**config.mk**
```make
export PLATFORM = sky130hd
export DESIGN_NAME = keyword_lexeme_classifier
export DESIGN_NICKNAME = d
export VERILOG_FILES = /design/src/rtl/core/klc_pkg.sv /design/src/rtl/core/keyword_lexeme_classifier.sv
export SDC_FILE = /design/constraint.sdc
export NUM_CORES = 1
export LEC_CHECK = 0
export CAP_MARGIN = 40
export CORE_MARGIN = 2
export CORE_UTILIZATION = 40
export DETAILED_ROUTE_END_ITERATION = 12
export DONT_BUFFER_PORTS = 1
export PLACE_DENSITY_LB_ADDON = 0.3
export SKIP_LAST_GASP = 1
export SYNTH_ARGS = -nofsm -noshare
export SYNTH_HDL_FRONTEND = slang
export SYNTH_SLANG_ARGS = --single-unit
```
**constraint.sdc**
```tcl
create_clock -name aclk -period 5.2 [get_ports aclk]
set_input_delay 0.78 -clock aclk [delete_from_list [all_inputs] [get_ports aclk]]
set_output_delay 0.78 -clock aclk [all_outputs]
set_load 0.01 [all_outputs]
```
**src/rtl/core/klc_pkg.sv**
```systemverilog
// ----------------------------------------------------------------------------
// klc_pkg
// Types, character codes and the keyword table for the lexeme classifier.
// ----------------------------------------------------------------------------
package klc_pkg;

    localparam int CHAR_W  = 8;
    localparam int CNT_W   = 4;
    localparam int TEXT_W  = 64;
    localparam int CLASS_W = 3;
    localparam int KW_NUM  = 6;

    typedef logic [CHAR_W-1:0]  char_t;
    typedef logic [CNT_W-1:0]   count_t;
    typedef logic [TEXT_W-1:0]  text_t;
    typedef logic [CLASS_W-1:0] class_t;

    localparam class_t CLS_KEYWORD   = 3'd0;
    localparam class_t CLS_INTEGER   = 3'd1;
    localparam class_t CLS_OPERATOR  = 3'd2;
    localparam class_t CLS_IDENT     = 3'd3;
    localparam class_t CLS_SEPARATOR = 3'd4;

    localparam char_t CH_NUL    = 8'h00;
    localparam char_t CH_LF     = 8'h0a;
    localparam char_t CH_SPACE  = 8'h20;
    localparam char_t CH_PERIOD = 8'h2e;
    localparam char_t CH_PLUS   = 8'h2b;
    localparam char_t CH_MINUS  = 8'h2d;
    localparam char_t CH_STAR   = 8'h2a;
    localparam char_t CH_SLASH  = 8'h2f;
    localparam char_t CH_ZERO   = 8'h30;
    localparam char_t CH_NINE   = 8'h39;

    // first character in the lowest byte, unused bytes zero
    localparam text_t KW_TEXT [KW_NUM] = '{
        64'h0000_0000_0000_6669,  // if
        64'h0000_0000_6573_6c65,  // else
        64'h0000_0074_6e69_7270,  // print
        64'h0000_6e67_6973_7361,  // assign
        64'h0000_0073_656d_6974,  // times
        64'h656c_6261_6972_6176   // variable
    };
    localparam count_t KW_LEN [KW_NUM] = '{4'd2, 4'd4, 4'd5, 4'd6, 4'd5, 4'd8};

endpackage

```
**src/rtl/core/keyword_lexeme_classifier.sv**
```systemverilog
// ----------------------------------------------------------------------------
// keyword_lexeme_classifier
// Gathers characters into lexemes and emits classified tokens.
// ----------------------------------------------------------------------------
// One char per beat, one per cycle with m_tready high and no separator queued.
// Non-delimiters are stored (up to MAX_LEXEME bytes, the rest dropped and
// flagged). Space, period, newline or NUL ends the lexeme: a non-empty lexeme
// gives one token beat, classed keyword, integer, operator or identifier; a
// period then gives a separator beat. Results leave through a one-beat output
// register, so a character is taken in the same cycle its predecessor's token
// is taken, and s_tready is low while a token waits with m_tready low. A
// period ending a non-empty lexeme makes two beats; s_tready is low while the
// queued separator waits behind the token, until m_tready is high.
// m_tlast marks the last beat caused by a character.
module keyword_lexeme_classifier #(
    parameter int MAX_LEXEME = 8
) (
    input  logic                 aclk,
    input  logic                 aresetn,
    input  logic                 s_tvalid,
    output logic                 s_tready,
    input  klc_pkg::char_t       s_tdata,   // [7:0] char_code
    output logic                 m_tvalid,
    input  logic                 m_tready,
    output logic [71:0]          m_tdata,   // [3:0] lexeme_length, [67:4] lexeme_text,
                                            // [68] truncated, [71:69] zero
    output klc_pkg::class_t      m_tuser,   // [2:0] token_class
    output logic                 m_tlast    // last_of_run
);
    import klc_pkg::*;

    localparam int IDX_W = $clog2(MAX_LEXEME);

    char_t  buf_reg [MAX_LEXEME];
    count_t cnt_reg, cnt_next;
    logic   ovf_reg, ovf_next;
    logic   dig_reg, dig_next;

    logic   res_valid_reg, res_valid_next;
    logic   sep_pend_reg, sep_pend_next;
    class_t res_class_reg, res_class_next;
    count_t res_len_reg, res_len_next;
    text_t  res_text_reg, res_text_next;
    logic   res_trunc_reg, res_trunc_next;
    logic   res_last_reg, res_last_next;

    logic   take, is_delim, is_period, is_digit, room;
    text_t  lex_text;
    logic   kw_hit;
    class_t tok_class;

    assign s_tready  = !sep_pend_reg && (!res_valid_reg || m_tready);
    assign take      = s_tvalid && s_tready;
    assign is_period = (s_tdata == CH_PERIOD);
    assign is_delim  = (s_tdata == CH_SPACE) || is_period
                    || (s_tdata == CH_LF) || (s_tdata == CH_NUL);
    assign is_digit  = (s_tdata >= CH_ZERO) && (s_tdata <= CH_NINE);
    assign room      = (cnt_reg < CNT_W'(MAX_LEXEME));

    // stored bytes, masked to the current length
    always_comb begin
        lex_text = '0;
        for (int i = 0; i < MAX_LEXEME; i++) begin
            if (cnt_reg > CNT_W'(i)) begin
                lex_text[8*i +: 8] = buf_reg[i];
            end
        end
    end

    always_comb begin
        kw_hit = 1'b0;
        for (int k = 0; k < KW_NUM; k++) begin
            if (KW_LEN[k] == cnt_reg && KW_TEXT[k] == lex_text) begin
                kw_hit = 1'b1;
            end
        end
        kw_hit = kw_hit && !ovf_reg;
    end

    always_comb begin
        if (kw_hit) begin
            tok_class = CLS_KEYWORD;
        end else if (dig_reg) begin
            tok_class = CLS_INTEGER;
        end else if (buf_reg[0] == CH_PLUS || buf_reg[0] == CH_MINUS
                  || buf_reg[0] == CH_STAR || buf_reg[0] == CH_SLASH) begin
            tok_class = CLS_OPERATOR;
        end else begin
            tok_class = CLS_IDENT;
        end
    end

    // lexeme state
    always_comb begin
        cnt_next = cnt_reg;
        ovf_next = ovf_reg;
        dig_next = dig_reg;
        if (take) begin
            if (is_delim) begin
                cnt_next = '0;
                ovf_next = 1'b0;
                dig_next = 1'b1;
            end else begin
                if (room) begin
                    cnt_next = cnt_reg + 1'b1;
                end else begin
                    ovf_next = 1'b1;
                end
                if (!is_digit) begin
                    dig_next = 1'b0;
                end
            end
        end
    end

    // result register and queued separator
    always_comb begin
        res_valid_next = res_valid_reg;
        sep_pend_next  = sep_pend_reg;
        res_class_next = res_class_reg;
        res_len_next   = res_len_reg;
        res_text_next  = res_text_reg;
        res_trunc_next = res_trunc_reg;
        res_last_next  = res_last_reg;
        if (res_valid_reg && m_tready) begin
            res_valid_next = 1'b0;
        end
        if (sep_pend_reg && m_tready) begin
            res_valid_next = 1'b1;
            sep_pend_next  = 1'b0;
            res_class_next = CLS_SEPARATOR;
            res_len_next   = '0;
            res_text_next  = '0;
            res_trunc_next = 1'b0;
            res_last_next  = 1'b1;
        end
        if (take && is_delim) begin
            if (cnt_reg != '0) begin
                res_valid_next = 1'b1;
                sep_pend_next  = is_period;
                res_class_next = tok_class;
                res_len_next   = cnt_reg;
                res_text_next  = lex_text;
                res_trunc_next = ovf_reg;
                res_last_next  = !is_period;
            end else if (is_period) begin
                res_valid_next = 1'b1;
                res_class_next = CLS_SEPARATOR;
                res_len_next   = '0;
                res_text_next  = '0;
                res_trunc_next = 1'b0;
                res_last_next  = 1'b1;
            end
        end
    end

    always_ff @(posedge aclk) begin
        if (!aresetn) begin
            cnt_reg       <= '0;
            ovf_reg       <= 1'b0;
            dig_reg       <= 1'b1;
            res_valid_reg <= 1'b0;
            sep_pend_reg  <= 1'b0;
        end else begin
            cnt_reg       <= cnt_next;
            ovf_reg       <= ovf_next;
            dig_reg       <= dig_next;
            res_valid_reg <= res_valid_next;
            sep_pend_reg  <= sep_pend_next;
        end
    end

    always_ff @(posedge aclk) begin
        res_class_reg <= res_class_next;
        res_len_reg   <= res_len_next;
        res_text_reg  <= res_text_next;
        res_trunc_reg <= res_trunc_next;
        res_last_reg  <= res_last_next;
        if (take && !is_delim && room) begin
            buf_reg[cnt_reg[IDX_W-1:0]] <= s_tdata;
        end
    end

    assign m_tvalid = res_valid_reg;
    assign m_tdata  = {3'b000, res_trunc_reg, res_text_reg, res_len_reg};
    assign m_tuser  = res_class_reg;
    assign m_tlast  = res_last_reg;

endmodule
```
==> results by group, run 1 <==
Placement
  • PortBufs: 0
  • Final GP Congestion: 0.962
  • Place WS: 2.08 ns
  • DP HPWL: 10500 um
  • Placed insts: 653

Setup path
  • Critical Path AT: 3.36 ns
  • Max stage delay on crit path: 0.56 ns
  • Cells along the critical path: inv_1 -> ha_1 -> or2_1 -> a2111o_1 -> or4_1 -> o32ai_1 -> a32oi_1 -> nand4_1 -> nand2_1
  • Maximum fanout along the worst path: 10
  • Critical path endpoint category: register
  • Worst endpoint required time: 5.51 ns
  • Critical path startpoint category: register
  • Slowest CP cell: dfxtp_1
  • Critical path class: reg -> reg

Floorplanning
  • Die Area: 14800 um2
  • Die Ht: 122 um
  • Cell Rows: 43
  • Initial Utilization: 40.5%
  • Die width: 122 um
  • Io pins: 90
  • Core ar.: 13700 um2

Pwr
  • P_sw: 0.500 mW
  • Internal Pwr Total: 1.98 mW
  • Tot Pwr: 2.48 mW
  • Sw Ratio: 20.2%
  • Comb pwr share: 2.2%
  • Sequential power share: 50.2%
  • LEAKAGE: 2.13 nW
  • Worst IR drop on VDD: 0.190 mV
  • Pwr Density: 392 nW/um2
  • Clock network power share: 47.7%

Synth
  • Largest area contributor in the netlist: edfxtp_1
  • Post-synthesis instance area: 5560 um2
  • Simple-Gate Fraction of Synth Area: 18.3%
  • Mean area per synthesized cell: 11.3 um2
  • Commonest cells post-synth: 81 x dfxtp_1, 65 x nand2_1, 64 x edfxtp_1
  • Largest family of logic cells by synthesized area: simple AND/OR/NAND/NOR gates
  • Post-synthesis compound-gate area fraction: 14.1%
  • Top cells by area, synth: edfxtp_1 35%, dfxtp_1 29%, a22o_1 5.2%, nand2_1 4.4%, o21ai_0 3.6%
  • Synthesized flop and latch total: 145
  • Share of the synthesized area in the top cell type: 34.6%
  • Xor/xnor share of the synthesized area: 0%
  • Most common cell in the netlist: dfxtp_1
  • Syn Inst Count: 491
  • Ys async rst share: 0%
  • Primary FF master, synth: dfxtp_1
  • EDFF count, synth: 64
  • Synth Area in Adders: 0.676%
  • Netlist cell types: 53
  • Multiplexer share of the synthesized area: 0.203%
  • Sequential area share after synthesis: 63.8%
  • Ys Warns: 0

Routing
  • DRC: 0
  • Vias: 3966
  • Antenna Violating Nets Remaining: 0
  • DRT Pass-1 Iters: 5
  • Routed WL: 14800 um
  • Number of vias per cell: 5.79
  • Drt wl/cell: 21.6 um
  • First DRT Iteration DRCs: 422

Clocking
  • CTS tree: yes
  • Root Buffer: clkbuf_16
  • TritonCTS Buffers: 17
  • H-Tree Depth: 4
  • Clock tree buffer depth: 2
  • Post-cts gate resize count: 0
  • Post-CTS Setup Bufs: 0
  • Clock Sinks: 145
  • Hold buffers post-CTS: 0
  • Clock Latency Late Sink: 0.42 ns
  • Clock-pin slew on the worst setup and hold paths: 0.06 ns

Cells and area
  • Ant diodes: 0
  • Layout Nets: 507
  • Number of fill cells: 1269
  • Area delta synth->final: 13.7%
  • Final non-filler cell total: 685
  • Reg area: 3540 um2
  • Area of the multi-input gates: 1870 um2
  • Fraction of layout cells with a size suffix above 1: 8.71%

Global route
  • Vias in the first global route: 3801
  • Largest net degree at the start of global routing: 71
  • Grt ovf: 0
  • Antenna violations before repair: 0
  • Global-route wire length before repair: 22300 um
  • Gr usage total: 20.5%

Timing
  • Final hold viol count: 0
  • Clock Skew: 0.0137 ns
  • RSZ-0062 raised after global routing: no
  • Rel. slew slack: 47.3%
  • Min Tclk post-route: 3.05 ns
  • Setup violators final: 0
  • Fmax: 328 MHz
  • Setup ws final: 2.15 ns
  • Setup_tns: 0 ns
  • Worst Tran Pin Value: 0.788 ns
  • Max Slew Vio Count: 0
  • Fin crit share: 58.6%

Status
  • Run status: finished, final reports clean

Job
  • Maxcap violations: 0

Min path
  • HP Class: in -> reg
worst max-delay path, delay by kind of cell, from the launching register on:
family / cells / cell delay [ns]
flops: 1 / 0.56
compound gates: 3 / 0.89
buf+inv: 1 / 0.16
simple gates: 4 / 1.00
fa+ha+maj: 1 / 0.33
layout make-up:
| type | count | area share [%] |
|---|---|---|
| tap | 180 | 3.57 |
| sequential | 145 | 56.1 |
| multi-input combinational | 311 | 29.7 |
| timing repair buffer | 7 | 0.792 |
| clock buffer | 30 | 9.11 |
| inverter | 10 | 0.594 |
| clock inverter | 2 | 0.178 |
logic make-up (layout without fill, tap and decap cells):
group,count (synthesis),after routing
fa+ha+maj,3,3
flops,145,145
compound gates,113,113
buf+inv,37,49
mux,1,1
other cells,1,3
simple gates,191,191
layout by cell type, fill, tap and decap left out, types with 10 or more instances in the layout:
cell type and instances:
a22o_1 33, clkbuf_16 18, dfxtp_1 81, edfxtp_1 64
inv_1 10, nand2_1 65, nand3_1 30, nand4_1 10
nor2_1 20, o21ai_0 40
power groups by stage:
| stage | sequential [mW] | combinational, mW | clock, mW |
|---|---|---|---|
| 6_report | 1.24 | 0.0539 | 1.18 |
| 5_1_grt | 1.25 | 0.0602 | 1.24 |
| 4_1_cts | 1.24 | 0.0536 | 1.20 |
| 3_5_place_dp | 1.27 | 0.0532 | 0 |
| 3_3_place_gp | 1.27 | 0.0523 | 0 |
| 2_1_floorplan | 1.25 | 0.0437 | 0 |
stage by stage:
| stage | area [um2] | util [%] | hold slack [ns] |
|---|---|---|---|
| after floorplan | 5560 | - | 0.443 |
| after global placement | 5730 | 41.7 | 0.461 |
| after detailed placement | 5730 | 41.8 | 0.474 |
| after CTS | 6320 | 46.0 | 0.435 |
| after global routing | 6320 | 46.0 | 0.437 |
| final | 6320 | 46.0 | 0.450 |
path summary, 6_finish.rpt:
| path | startpoint | to | slack (ns) | cells past startpoint |
|---|---|---|---|---|
| worst max-delay path | cnt_reg[1]$_SDFFE_PN0P_ | m_tuser[1]$_DFF_P_ | 2.15 | 9 |
| worst min-delay path | s_tdata[2] | buf_reg[6][2]$_DFFE_PP_ | 0.45 | 0 |
| worst max register to register | cnt_reg[1]$_SDFFE_PN0P_ | m_tuser[1]$_DFF_P_ | 2.15 | 9 |
| worst min register to register | buf_reg[1][7]$_DFFE_PP_ | res_text_reg[15]$_DFF_P_ | 0.48 | 1 |
per-layer routing:
| layer | up-vias | share of wire, % | global-route usage, % |
|---|---|---|---|
| met5 | - | 0 | 0 |
| met4 | 0 | 2.3 | 9.27 |
| met3 | 25 | 7.5 | 6.23 |
| met2 | 162 | 47 | 31.7 |
| met1 | 1942 | 43 | 26.6 |
| li1 | 1837 | - | - |
No activity file was read; power rests on OpenSTA's default activity.
==> inputs of run 2 (changes only) <==
==> constraint.sdc (replaced) <==
create_clock -name aclk -period 2.5 [get_ports aclk]
set_input_delay 0.375 -clock aclk [delete_from_list [all_inputs] [get_ports aclk]]
set_output_delay 0.375 -clock aclk [all_outputs]
set_load 0.01 [all_outputs]
==> run 2 against run 1 <==
Critical path depth unchanged. Die area unchanged. Sequential power up 110%. Clock power up 120%. Global-route usage up 1.4 points. Combinational power rose to 2.8 times the previous value. Clock skew down 0.0020 ns. Non-clock buffer count up 36. Sequential cell count unchanged. Worst setup slack worse by 2.0 ns. Via count up 3.6%. Critical path type unchanged.
==> results by group, run 2 (same netlist as run 1, synthesis figures left out) <==
Setup path
  • Critical path startpoint category: register
  • Cells on worst reg2reg path: 9
  • Worst setup path start: cnt_reg[0]$_SDFFE_PN0P_
  • Critical Path AT: 2.67 ns
  • Start of the worst register-to-register path: cnt_reg[0]$_SDFFE_PN0P_
  • Critical path endpoint category: register
  • Critical path class: reg -> reg
  • Worst R2R End: m_tuser[0]$_DFF_P_
  • Worst endpoint required time: 2.81 ns
  • Maximum fanout along the worst path: 4
  • Reg2Reg Setup Slack: 0.14 ns

Floorplanning
  • Die width: 122 um
  • Die Ht: 122 um
  • Io pins: 90
  • Die Area: 14800 um2
  • Cell Rows: 43
  • Initial Utilization: 40.5%
  • Core ar.: 13700 um2

Global route
  • Antenna violations before repair: 0
  • Gr usage total: 21.9%
  • Global-route wire length before repair: 23600 um
  • Grt ovf: 0
  • Largest net degree at the start of global routing: 76
  • Vias in the first global route: 3985

Pwr
  • Worst IR drop on VDD: 0.412 mV
  • Sw Ratio: 20.5%
  • Comb pwr share: 2.9%
  • Clock network power share: 48.2%
  • Tot Pwr: 5.26 mW
  • Internal Pwr Total: 4.18 mW
  • P_sw: 1.08 mW
  • Sequential power share: 48.9%
  • Pwr Density: 789 nW/um2
  • LEAKAGE: 2.33 nW

Routing
  • Vias: 4109
  • Drt wl/cell: 22.0 um
  • DRC: 0
  • First DRT Iteration DRCs: 335
  • Number of vias per cell: 5.70
  • Antenna Violating Nets Remaining: 0
  • Routed WL: 15800 um
  • DRT Pass-1 Iters: 5

Clocking
  • Root Buffer: clkbuf_16
  • H-Tree Depth: 4
  • Clock Latency Late Sink: 0.42 ns
  • Hold buffers post-CTS: 0
  • Clock Sinks: 145
  • Clock tree buffer depth: 2
  • CTS tree: yes
  • TritonCTS Buffers: 17
  • Clock-pin slew on the worst setup and hold paths: 0.06 ns

Placement
  • PortBufs: 0
  • Place WS: -0.0804 ns
  • DP HPWL: 11500 um
  • Final GP Congestion: 1.00

Cells and area
  • Commonest non-fill, non-tap cells in the layout: 79 x dfxtp_1, 65 x nand2_1, 64 x edfxtp_1
  • Commonest non-fill, non-tap cell in the layout: dfxtp_1
  • Number of fill cells: 1256
  • Fin util: 48.6%
  • Layout Nets: 543
  • Fraction of layout cells with a size suffix above 1: 16.8%
  • Area delta synth->final: 20.1%
  • Ant diodes: 0

Timing
  • RSZ-0062 raised after global routing: no
  • Final hold viol count: 0
  • Rel. slew slack: 63.1%
  • Setup violators final: 0
  • Min Tclk post-route: 2.36 ns
  • Fmax: 424 MHz
  • Worst Tran Pin Value: 0.551 ns
  • Clock Skew: 0.0118 ns
  • Setup_tns: 0 ns
  • Setup ws final: 0.143 ns
  • Min Hold Slack: 0.0489 ns
  • Fin crit share: 94.3%
  • Max Slew Vio Count: 0

Min path
  • WHS Endpoint: buf_reg[7][2]$_DFFE_PP_
  • HP Class: in -> reg
  • Launch point of the worst hold path: s_tdata[2]
  • Hold path depth: 0

Job
  • Maxcap violations: 0

Status
  • Run status: finished, final reports clean
==> run 2: worst max path at each step <==
stage / depth (start not counted) / to
2_1_floorplan: 10 / m_tuser[1]$_DFF_P_
3_3_place_gp: 10 / m_tuser[1]$_DFF_P_
3_5_place_dp: 9 / m_tuser[1]$_DFF_P_
4_1_cts: 9 / m_tuser[1]$_DFF_P_
5_1_grt: 10 / m_tuser[0]$_DFF_P_
6_report: 9 / m_tuser[0]$_DFF_P_
==> run 2: final cells by class <==
type	count	area, um2	share of cell area (%)
clock inverter	8	68.8	1.03
inverter	10	37.5	0.563
clock buffer	24	536	8.03
multi-input combinational	311	1920	28.8
timing repair buffer	43	335	5.03
tap	180	225	3.38
sequential	145	3550	53.1
==> run 2: critical path, stage by stage (launching register included) <==
cell      delay, ns
dfxtp_2        0.36
inv_1          0.05
ha_1           0.20
or2_4          0.25
a2111o_1       0.43
or4_4          0.44
o32ai_4        0.28
a32oi_2        0.09
nand4_1        0.11
nand2_1        0.06
==> run 2: routing by layer <==
layer	wire, um	vias up	share of wire, %	track usage (%)
met5	0	-	0	0
met4	362	0	2.3	8.84
met1	6780	2020	43	27.4
met3	976	28	6.2	5.95
li1	-	1906	-	-
met2	7720	155	49	36.0
==> run 2: metrics by stage <==
step | cell area (um2) | instances
after floorplan | 5580 | 493
final | 6670 | 721
after global placement | 6000 | 687
after global routing | 6670 | 721
after CTS | 6620 | 719
after detailed placement | 6000 | 687
==> run 2: timing repair <==
action,CTS,global route
setup endpoints to repair,2,2
gates resized for setup,3,9
pin swaps,1,5
setup buffers,0,2
==> run 2: power by group through the flow <==
stage / combinational [mW] / clock, mW / sequential [mW]
after floorplan: 0.0938 / 0 / 2.61
after global placement: 0.144 / 0 / 2.62
after detailed placement: 0.147 / 0 / 2.62
after CTS: 0.148 / 2.58 / 2.57
after global routing: 0.167 / 2.69 / 2.58
final: 0.152 / 2.54 / 2.57
==> inputs of run 3 (changes only) <==
--- a/config.mk
+++ b/config.mk
@@ -10,7 +10,6 @@
 export CORE_UTILIZATION = 40
 export DETAILED_ROUTE_END_ITERATION = 12
 export DONT_BUFFER_PORTS = 1
-export PLACE_DENSITY_LB_ADDON = 0.3
 export SKIP_LAST_GASP = 1
 export SYNTH_ARGS = -nofsm -noshare
 export SYNTH_HDL_FRONTEND = slang
==> run 3 against run 2 <==
First-iteration DRC count down 4.8%. Sequential share of layout area grew 0.43 points. Critical path depth is the same. Die area stayed put. Worst hold slack worse by 0.0047 ns. Core utilization decreased by 0.34 points. Final cell count shrank 0.69%. Clock skew fell by 0.0051 ns. Maximum frequency is 2.7% lower. Count of clock-buffer cells in the layout shrank 4.
==> results by group, run 3 (same netlist as run 1, synthesis figures left out) <==
Routing
  • Number of vias per cell: 5.72
  • DRC: 0
  • First DRT Iteration DRCs: 319
  • Routed WL: 15800 um
  • DRT Pass-1 Iters: 5
  • Vias: 4097
  • Drt wl/cell: 22.0 um
  • Antenna Violating Nets Remaining: 0

Floorplanning
  • Initial Utilization: 40.5%
  • Core ar.: 13700 um2
  • Die Area: 14800 um2
  • Die width: 122 um
  • Die Ht: 122 um
  • Cell Rows: 43
  • Io pins: 90

Global route
  • Largest net degree at the start of global routing: 58
  • Global-route wire length before repair: 24100 um
  • Antenna violations before repair: 0
  • GRT met3 Usage: 6.23%
  • Grt met1 use: 28.9%
  • Gr usage total: 22.3%
  • Vias in the first global route: 4028
  • Met2 Usage GRT: 35.0%
  • Grt ovf: 0
  • Most Used Layer, Global Route: met2

Clocking
  • H-Tree Depth: 4
  • Root Buffer: clkbuf_16
  • CTS tree: yes
  • Hold buffers post-CTS: 0
  • Clock Latency Late Sink: 0.42 ns
  • TritonCTS Buffers: 17
  • Clock-pin slew on the worst setup and hold paths: 0.06 ns
  • Clock tree buffer depth: 2
  • Clock Sinks: 145

Pwr
  • Worst IR drop on VDD: 0.432 mV
  • Pwr Density: 814 nW/um2
  • LEAKAGE: 2.30 nW
  • Tot Pwr: 5.39 mW

Status
  • Run status: finished, final reports clean

Setup path
  • Critical path startpoint category: register
  • Cells along the critical path: inv_1 -> ha_2 -> or2_1 -> a2111o_1 -> or4_4 -> o32ai_2 -> a32oi_1 -> nand4_1 -> nand2_1
  • Critical path class: reg -> reg
  • Cells on worst reg2reg path: 9
  • Critical path endpoint category: register
  • Worst endpoint required time: 2.81 ns
  • Critical Path Stages: 9
  • Slowest CP cell: or4_4
  • Worst Path Buf+Inv: 1
  • Crit-path leading delay family: simple AND/OR/NAND/NOR gates
  • Critical Path AT: 2.74 ns
  • Maximum fanout along the worst path: 4
  • Max stage delay on crit path: 0.53 ns

Timing
  • Min Tclk post-route: 2.42 ns
  • Setup violators final: 0
  • Rel. slew slack: 59.9%
  • Fin crit share: 97.0%
  • Final hold viol count: 0
  • Min Hold Slack: 0.0442 ns
  • Max Slew Vio Count: 0
  • Setup_tns: 0 ns
  • Fmax: 413 MHz
  • Clock Skew: 0.00670 ns
  • Worst Tran Pin Value: 0.599 ns

Job
  • Maxcap violations: 0

Placement
  • DP HPWL: 11400 um
  • PortBufs: 0
  • Final GP Congestion: 0.899

Cells and area
  • Commonest non-fill, non-tap cell in the layout: dfxtp_1
  • Fraction of layout cells with a size suffix above 1: 16.2%
  • Commonest non-fill, non-tap cells in the layout: 78 x dfxtp_1, 65 x nand2_1, 64 x edfxtp_1
  • Layout Nets: 538
  • Ant diodes: 0
  • Area delta synth->final: 19.3%

Min path
  • Hold path depth: 0
  • HP Class: in -> reg
## run 3: layer usage
metal	routed length, um	vias up
li1	-	1897
met1	6840	2015
met2	7610	156
met3	992	29
met4	309	0
met5	0	-
## run 3: where the power goes
group          leakage (nW)  internal (mW)  switching, mW
registers              1.24           2.52         0.0469
clock network         0.307           1.69          0.985
logic                 0.759         0.0644         0.0857
## run 3: what timing repair did
action,CTS,global route
endpoints found under the setup margin,1,2
resized for setup,1,10
buffers inserted,0,3
pin swaps,0,5
## run 3: metrics by stage
stage                     worst slack [ns]  cell area [um2]  std cells  utilization [%]
final                               0.0762             6630        716             48.3
after detailed placement            0.0122             5940        681             43.3
after global placement              0.0248             5940        681             43.3
after global routing               -0.0256             6630        716             48.3
after CTS                          0.00198             6580        713             47.9
after floorplan                   0.000612             5580        493                -
## run 3: cell type report
type,instances,area [um2]
Clock buffer,20,479
Clock inverter,12,153
Fill cell,1284,7090
Inverter,10,37.5
Multi-Input combinational cell,311,1900
Sequential cell,145,3550
Tap cell,180,225
Timing Repair Buffer,38,285
## run 3: path summary, 6_finish.rpt
check	startpoint	endpoint	slack, ns
setup / recovery	cnt_reg[0]$_SDFFE_PN0P_	m_tuser[1]$_DFF_P_	0.08
hold / removal	s_tdata[2]	buf_reg[6][2]$_DFFE_PP_	0.04
setup reg to reg	cnt_reg[0]$_SDFFE_PN0P_	m_tuser[1]$_DFF_P_	0.08
hold reg to reg	buf_reg[3][7]$_DFFE_PP_	res_text_reg[31]$_DFF_P_	0.48
